==> config.mk <==
export PLATFORM = sky130hd
export DESIGN_NAME = clti_front
export DESIGN_NICKNAME = d
export VERILOG_FILES = /design/src/clti_pkg.sv /design/src/clti_front.sv
export SDC_FILE = /design/constraint.sdc
export NUM_CORES = 1
export LEC_CHECK = 0
export BUFFER_PORTS_ARGS = -buffer_cell sky130_fd_sc_hd__buf_2
export CORE_MARGIN = 2
export CORE_UTILIZATION = 40
export CTS_BUF_LIST = sky130_fd_sc_hd__clkbuf_4 sky130_fd_sc_hd__clkbuf_8 sky130_fd_sc_hd__clkbuf_16
export DETAILED_ROUTE_END_ITERATION = 16
export PLACE_DENSITY = 0.74
export SLEW_MARGIN = 20
export SYNTH_ARGS = -nofsm -noshare
export SYNTH_HDL_FRONTEND = slang
export SYNTH_SLANG_ARGS = --single-unit
==> constraint.sdc <==
create_clock -name clk -period 11.25 [get_ports clk]
set_input_delay 2.25 -clock clk [delete_from_list [all_inputs] [get_ports clk]]
set_output_delay 2.25 -clock clk [all_outputs]
set_load 0.05 [all_outputs]
==> src/clti_pkg.sv <==
// shared types and constants for the consensus log term index block
package clti_pkg;

  typedef enum logic [2:0] {
    OP_APPEND   = 3'd0,
    OP_SYNC     = 3'd1,
    OP_TRUNCATE = 3'd2,
    OP_LOOKUP   = 3'd3,
    OP_COMMIT   = 3'd4,
    OP_HARD     = 3'd5,
    OP_BAD      = 3'd6
  } op_t;

  typedef enum logic [1:0] {
    ST_OK    = 2'd0,
    ST_RANGE = 2'd1,
    ST_RULE  = 2'd2
  } status_t;

  typedef enum logic {
    BK_IDLE = 1'b0,
    BK_READ = 1'b1
  } bk_state_t;

  localparam logic [2:0] ACT_APPEND   = 3'd0;
  localparam logic [2:0] ACT_SYNC     = 3'd1;
  localparam logic [2:0] ACT_TRUNCATE = 3'd2;
  localparam logic [2:0] ACT_LOOKUP   = 3'd3;
  localparam logic [2:0] ACT_COMMIT   = 3'd4;
  localparam logic [2:0] ACT_HARD     = 3'd5;

  localparam logic [3:0] ADDR_BASE_INDEX = 4'd0;
  localparam logic [3:0] ADDR_BASE_TERM  = 4'd8;

  typedef struct packed {
    op_t         op;
    logic        ge;
    logic [63:0] d;
    logic [63:0] term;
    logic [63:0] candidate;
    logic        cast_vote;
  } item_t;

  typedef struct packed {
    status_t     status;
    logic [63:0] value;
    logic [63:0] tail_idx;
    logic [63:0] tail_term;
    logic [63:0] cur_term;
    logic [63:0] ballot;
    logic        has_vote;
    logic [63:0] commit_idx;
  } res_t;

endpackage

==> src/clti_front.sv <==
// front end: accepts items, decodes the action, offsets the index, queues them
module clti_front (
  input  logic               clk,
  input  logic               rst_n,
  input  logic               in_valid,
  output logic               in_stall,
  input  logic [2:0]         in_action,
  input  logic [63:0]        in_index,
  input  logic [63:0]        in_term,
  input  logic [63:0]        in_candidate,
  input  logic               in_cast_vote,
  input  logic [63:0]        snap_idx,
  output logic               q_valid,
  output clti_pkg::item_t    q_item,
  input  logic               q_pop
);
  import clti_pkg::*;

  item_t       ent_r [2];
  logic        wp_r, rp_r;
  logic [1:0]  cnt_r, cnt_nxt;
  item_t       it;
  logic        push;

  always_comb begin
    unique case (in_action)
      ACT_APPEND:   it.op = OP_APPEND;
      ACT_SYNC:     it.op = OP_SYNC;
      ACT_TRUNCATE: it.op = OP_TRUNCATE;
      ACT_LOOKUP:   it.op = OP_LOOKUP;
      ACT_COMMIT:   it.op = OP_COMMIT;
      ACT_HARD:     it.op = OP_HARD;
      default:      it.op = OP_BAD;
    endcase
    it.ge        = in_index >= snap_idx;
    it.d         = in_index - snap_idx;
    it.term      = in_term;
    it.candidate = in_candidate;
    it.cast_vote = in_cast_vote;
  end

  assign in_stall = cnt_r == 2'd2;
  assign push     = in_valid && !in_stall;
  assign q_valid  = cnt_r != 2'd0;
  assign q_item   = ent_r[rp_r];

  always_comb begin
    cnt_nxt = cnt_r;
    if (push && !q_pop) begin
      cnt_nxt = cnt_r + 2'd1;
    end else if (!push && q_pop) begin
      cnt_nxt = cnt_r - 2'd1;
    end
  end

  always_ff @(posedge clk) begin
    if (!rst_n) begin
      wp_r  <= 1'b0;
      rp_r  <= 1'b0;
      cnt_r <= 2'd0;
    end else begin
      cnt_r <= cnt_nxt;
      if (push) begin
        wp_r <= ~wp_r;
      end
      if (q_pop) begin
        rp_r <= ~rp_r;
      end
    end
  end

  always_ff @(posedge clk) begin
    if (push) begin
      ent_r[wp_r] <= it;
    end
  end

endmodule

==> summary.txt, run 1 <==
Outcome
  • Status: completed

Layout
  • Area Growth Syn to Fin: 24.4%
  • Layout Nets: 2070
  • Fin util: a little over 50%
  • Most common cell after layout, fill and taps aside: buf_2
  • Share of cells above drive strength 1: about 43%
  • Most frequent cells in the layout: 462 x buf_2, 394 x edfxtp_1, 198 x mux2_2

Placed design
  • RePlAce Congestion: about 0.94
  • HPWL Detailed: 33800 um
  • I/O Buffers: 462

STA
  • Worst-Margin Slew: just over 1000 ps
  • Setup TNS: 0 ps
  • Fmax: ~180 MHz
  • Slew margin rel.: 31.8%
  • Final clock skew: 9.23 ps
  • Unrepaired setup endpoints after global routing: no
  • Fin crit period: 5410 ps
  • Max Transition Viols Final: 0
  • Final setup viols: 0
  • Hold Violations, Final: 0
  • Crit share post-route: between 40% and 50%

Synth
  • Synth unique cells: between 60 and 70
  • Ys Warns: 0
  • Syn_nets: between 1500 and 2000
  • Cells after Synth: 1268
  • Top FF cell, synth: edfxtp_1
  • Synthesized flop and latch total: 399
  • Area share of the largest cell type after synthesis: 64.2%
  • Area of the mapped netlist: 18400 sq um
  • Register area share after synthesis: between 60% and 70%
  • Async SR Flop Fraction: 0%
  • Area contributors post-synth: edfxtp_1 64%, mux2_2 12%, ha_1 4.4%
  • Cell taking the most area after synthesis: edfxtp_1
  • Synth Area per Inst: between 10 and 15 sq um
  • EDFF count, synth: 394

Clock network
  • CTS Hold Bufs: 0
  • CTS Root Cell: clkbuf_16
  • CTS resizes: 0
  • H-tree depth: 2
  • Clk slew on worst S/H paths: 60 ps
  • Clock latency on the worst-skew pair: 550 ps
  • Setup bufs post-CTS: 0
  • CTS buffer count: 44
  • Clock Path Buffers: 3
  • Clock Sink Count: 399
  • CTS tree: yes

Die
  • Die W: 219 um
  • Placement Rows: 78
  • DIE AREA: 47800 sq um
  • Core area: 45400 sq um
  • Die Span Y: 219 um
  • Num ports: 463
  • Initial Util: 40.6%

Drt
  • DR pass1 iterations: 5
  • DR vias/cell: around 5.2
  • DRT Wirelength: 46700 um
  • Via count: 12300
  • Final ANT Viol Nets: 0
  • Wire length per cell: 19.6 um
  • DRC viols: 0
  • DR iter-0 viols: 776

Flow run
  • MaxCap Viol Count: 0

Setup path
  • WS Path Type: reg -> out
  • Critical path endpoint category: output port
  • Data required, critical path: 9000 ps
  • CP Launch Type: flop
  • CP peak stage delay: 920 ps
  • Worst path top cell family by delay: buffers and inverters
  • Crit path DAT: 3160 ps
  • Worst Path Max Fanout: 71
  • Worst path cell trace: buf_4 -> mux2_2 -> buf_2
  • Crit path buffers/inverters: 2
  • Critical-path top delay cell: dfxtp_4

Global routing
  • Vias in the first global route: 12300
  • Antenna violations before repair: 8
  • Total track usage: 18.6%
  • Aggregate global routing overflow: 0
  • First-pass GRT wire length: 68200 um
  • Pin count of the biggest net entering global routing: 74

Power and ir drop
  • Tot Pwr: 0.00457 W
  • Peak VDD IR: 0.000121 V
  • PwrDens: between 150 and 200 nW/um^2
  • P_leak: a little over 9 nW

Hold path
  • Hold WC Path Type: reg -> reg
[path summary, 6_finish.rpt]
kind	from	cells after the start	slack (ps)	end
worst max register to register	cnt_r[0]	5	7990	ent_r[0][145]
worst min register to register	cnt_r[1]	2	510	cnt_r[1]
worst min-delay path	cnt_r[1]	2	510	cnt_r[1]
worst max-delay path	flop	3	5840	q_item[66]
[layer usage]
metal	global-route usage [%]	vias up	share of wire, %
li1	-	5754	-
met1	22.0	5978	39
met2	32.0	478	49
met3	4.44	110	7.3
met4	8.55	6	4.1
met5	0	-	0.073
[tightest hold or removal path: cells and delay by family, from the launching register on]
| family | cells | cell delay [ps] |
|---|---|---|
| DFF | 1 | 320 |
| AOI/OAI and AO/OA | 2 | 140 |
[registers in the layout, indices dropped and copies added (netlist names), named ones only]
| register | cells |
|---|---|
| wp_r | 1 |
| ent_r | 394 |
| cnt_r | 2 |
| rp_r | 1 |
[cell type report]
class,instances,area (sq um)
inverter,83,312
clock buffer,47,1120
tap,600,751
fill,3881,22500
antenna,5,12.5
timing repair buffer,469,2360
clock inverter,33,422
multi-input combinational,743,6010
sequential,399,11900
[power by group]
group / total, W / switching, W / internal [W]
combinational: 0.00115 / 0.000829 / 0.000321
clock: 0.00153 / 0.000591 / 0.000935
sequential: 0.00189 / 0.0000433 / 0.00185
[logic make-up after synthesis]
logic type | count (synthesis) | synth area share, %
flip-flops | 399 | 64.8
AO/OA/AOI/OAI | 220 | 7.71
multiplexers | 199 | 12.2
AND/OR/NAND/NOR | 195 | 5.17
buffers and inverters | 126 | 2.70
adder cells (fa/ha/maj) | 66 | 4.52
XOR/XNOR | 63 | 2.99
[Yosys cell counts (all sizes together) (6+ instances only)]
library cell  count
a211oi            6
a21o             23
a21oi            82
a31oi             8
and2              7
buf               8
clkbuf           35
edfxtp          394
ha               65
inv              83
mux2            198
nand2            62
nand2b            6
nand3            12
nand4            19
nor2             45
nor3             15
o211ai            8
o21a             12
o21ai            45
o21bai            9
xnor2            34
xor2             29
[per-stage QoR]
stage	hold slack [ps]	setup WS [ps]	area, sq um	instances
after global routing	556	5650	22900	2377
after global placement	483	5710	21400	2294
after CTS	515	5770	22900	2374
final	510	5840	22900	2379
after floorplan	473	3330	18400	1268
after detailed placement	506	5700	21400	2294
No activity file was read; power rests on OpenSTA's default activity.
==> inputs of run 2 (changes only) <==
ABC_AREA = 1   (was not set)
PLACE_DENSITY = 0.71   (was 0.74)
clock period = 5.1 ns   (was 11.25 ns; I/O delays follow)
==> run 2 against run 1 <==
Net effect:
- sequential power is 110% higher
- register-to-register slack worse by 5300 ps
- clock power is 120% higher
- cell count is 36% higher
- critical path type unchanged
==> summary.txt, run 2 <==
STA
  • Crit share post-route: 69.0%
  • Fmax: about 280 MHz
  • Unrepaired setup endpoints after global routing: no
  • Fin crit period: around 3500 ps
  • Hold Violations, Final: 0
  • Max Transition Viols Final: 0
  • Final worst slack: approximately 1600 ps
  • Worst-Margin Slew: 1000 ps
  • Final clock skew: ~13 ps
  • Final setup viols: 0
  • Slew margin rel.: 32.9%
  • Smallest hold slack: 503 ps

Placed design
  • Place WS: 1920 ps
  • Placed cell count: 3151
  • DP Area: 24000 sq um
  • I/O Buffers: roughly 460
  • HPWL Detailed: 45600 um
  • RePlAce Congestion: 0.989

Layout
  • Most frequent cells in the layout: 601 x nand2_1, 462 x buf_2, 395 x inv_1
  • Fin util: about 50%
  • Most common cell after layout, fill and taps aside: nand2_1
  • Max reg flops: ~400
  • Final non-filler cell total: around 3200
  • Post-Layout Inst Area: between 20000 and 30000 sq um
  • Largest regs: ent_r x394, cnt_r x2
  • Area Growth Syn to Fin: 23.3%
  • Largest Register: ent_r
  • Layout Nets: 2848
  • # fillers: around 4600
  • Share of cells above drive strength 1: between 30% and 40%

Synth
  • Top FF cell, synth: edfxtp_1
  • Synth Area per Inst: 10.3 sq um
  • EDFF count, synth: 394
  • Register area share after synthesis: 57.6%
  • Area share of the largest cell type after synthesis: 57.1%
  • Syn_nets: 2349
  • Cells after Synth: 2019
  • Cell taking the most area after synthesis: edfxtp_1
  • Async SR Flop Fraction: 0%
  • Area of the mapped netlist: just over 20000 sq um
  • Count leader, synth: nand2_1
  • Area contributors post-synth: edfxtp_1 57%, nand2_1 11%, mux2_2 11%
  • Synthesized flop and latch total: 399
  • Ys Warns: 0
  • Top cells by count, synth: 601 x nand2_1, 395 x inv_1, 394 x edfxtp_1
  • Synth unique cells: 31

Clock network
  • Setup bufs post-CTS: 0
  • Clock latency on the worst-skew pair: 560 ps
  • CTS buffer count: 44
  • H-tree depth: 2
  • CTS tree: yes
  • CTS Hold Bufs: 0
  • Clk slew on worst S/H paths: 60 ps
  • CTS resizes: 0
  • CTS Root Cell: clkbuf_16
  • Clock Sink Count: 399
  • Clock Path Buffers: 3

Setup path
  • Crit Reg-Reg Endpoint: ent_r[0][116]
  • Worst path cell trace: buf_12 -> mux2_2 -> buf_2
  • Crit Reg-Reg Startpoint: cnt_r[1]
  • Critical-path top delay cell: dfxtp_4
  • R2r setup slk: about 2700 ps
  • Worst Path Max Fanout: 104
  • WS Path Type: reg -> out
  • Crit path DAT: 2500 ps
  • Crit path buffers/inverters: 2
  • Data required, critical path: 4080 ps
  • CP peak stage delay: 590 ps
  • CP Launch Type: flop
  • Critical path endpoint category: output port
  • Worst path top cell family by delay: buffers and inverters
  • Cell count of the worst reg-to-reg path: 4

Power and ir drop
  • Peak VDD IR: 0.000196 V
  • PwrDens: around 380 nW/um^2
  • P_leak: 11.9 nW

Global routing
  • Total track usage: 21.2%
  • First-pass GRT wire length: 86600 um
  • Antenna violations before repair: 3
  • Vias in the first global route: 15400
  • Aggregate global routing overflow: 0
  • Pin count of the biggest net entering global routing: between 100 and 150

Hold path
  • Hold Path Depth: 2
  • Hold path startpoint: rp_r
  • Hold WC Path Type: reg -> reg

Die
  • Core area: 51300 sq um
  • Initial Util: between 40 and 50%
  • Die W: 232 um
  • DIE AREA: around 54000 sq um
  • Num ports: 463
  • Die Span Y: 232 um
  • Placement Rows: 83

Flow run
  • MaxCap Viol Count: 0

Drt
  • DR vias/cell: ~4.8
  • DR iter-0 viols: 744
  • DR pass1 iterations: 7
  • Wire length per cell: 18.0 um
  • DRC viols: 0
  • Final ANT Viol Nets: 0
  • Via count: 15400
  • DRT Wirelength: 58300 um

Outcome
  • Status: completed
==> run 2: cell count changes after synthesis, sizes merged, moves of 12 or more <==
cell,previous run,this run
xnor2,34,1
a21o,23,0
nand3,12,56
clkbuf,35,3
o21ai,45,9
o21a,12,0
nor2,45,125
buf,8,23
a21oi,82,48
inv,83,403
nand2,62,622
==> run 2: cell type report <==
class                      instances  area, sq um  area share [%]
clock buffer                      54         1210            4.74
multi-input combinational       1191         7160            28.0
antenna                            1         2.50         0.00979
tap                              680          851            3.33
sequential                       399        11900            46.7
clock inverter                    26          324            1.27
inverter                         403         1510            5.92
timing repair buffer             479         2560            10.0
==> run 2: report_power, final <==
part / leakage, nW / internal [W] / switching, W
Sequential: 3.72 / 0.00400 / 0.0000658
Combinational: 7.44 / 0.000657 / 0.00174
Clock: 0.759 / 0.00205 / 0.00126
Total: 11.9 / 0.00670 / 0.00306
==> run 2: metrics by stage <==
step | power, W | TNS, ps
2_1_floorplan | 0.00583 | -667950
6_report | 0.00977 | 0
3_3_place_gp | 0.00649 | 0
3_5_place_dp | 0.00653 | 0
5_1_grt | 0.0102 | 0
4_1_cts | 0.00986 | 0
==> run 2: tightest hold or removal path, cell delays in order, from the launching register on <==
cell and delay, ps:
dfxtp_1 320, nor2_1 60, nor2_1 80
==> run 2: per-layer routing <==
metal	up-vias	track usage (%)	part of all wire, %
met5	-	0	0.045
met4	4	7.17	3.0
met3	106	3.53	5.9
met2	493	38.2	50
met1	7280	25.7	41
li1	7527	-	-
==> run 2: worst max-delay path by stage <==
stage | slack, ps | depth (start not counted) | startpoint | end
after floorplan | -1700 | 2 | in_valid | ent_r[1][0]
after CTS | 1590 | 3 | flop | q_item[158]
after detailed placement | 1920 | 16 | in_index[0] | ent_r[0][191]
final | 1580 | 3 | flop | q_item[158]
after global placement | 1940 | 16 | in_index[0] | ent_r[0][175]
after global routing | 1500 | 3 | flop | q_item[158]
==> run 2: cells by family after synthesis <==
logic type / synth area share, %
and+or+nand+nor: 16.9
buffers and inverters: 7.93
DFF: 57.6
muxes: 10.7
adders and majority gates: 4.02
AOI/OAI and AO/OA: 1.52
xor gates and xnor gates: 1.31
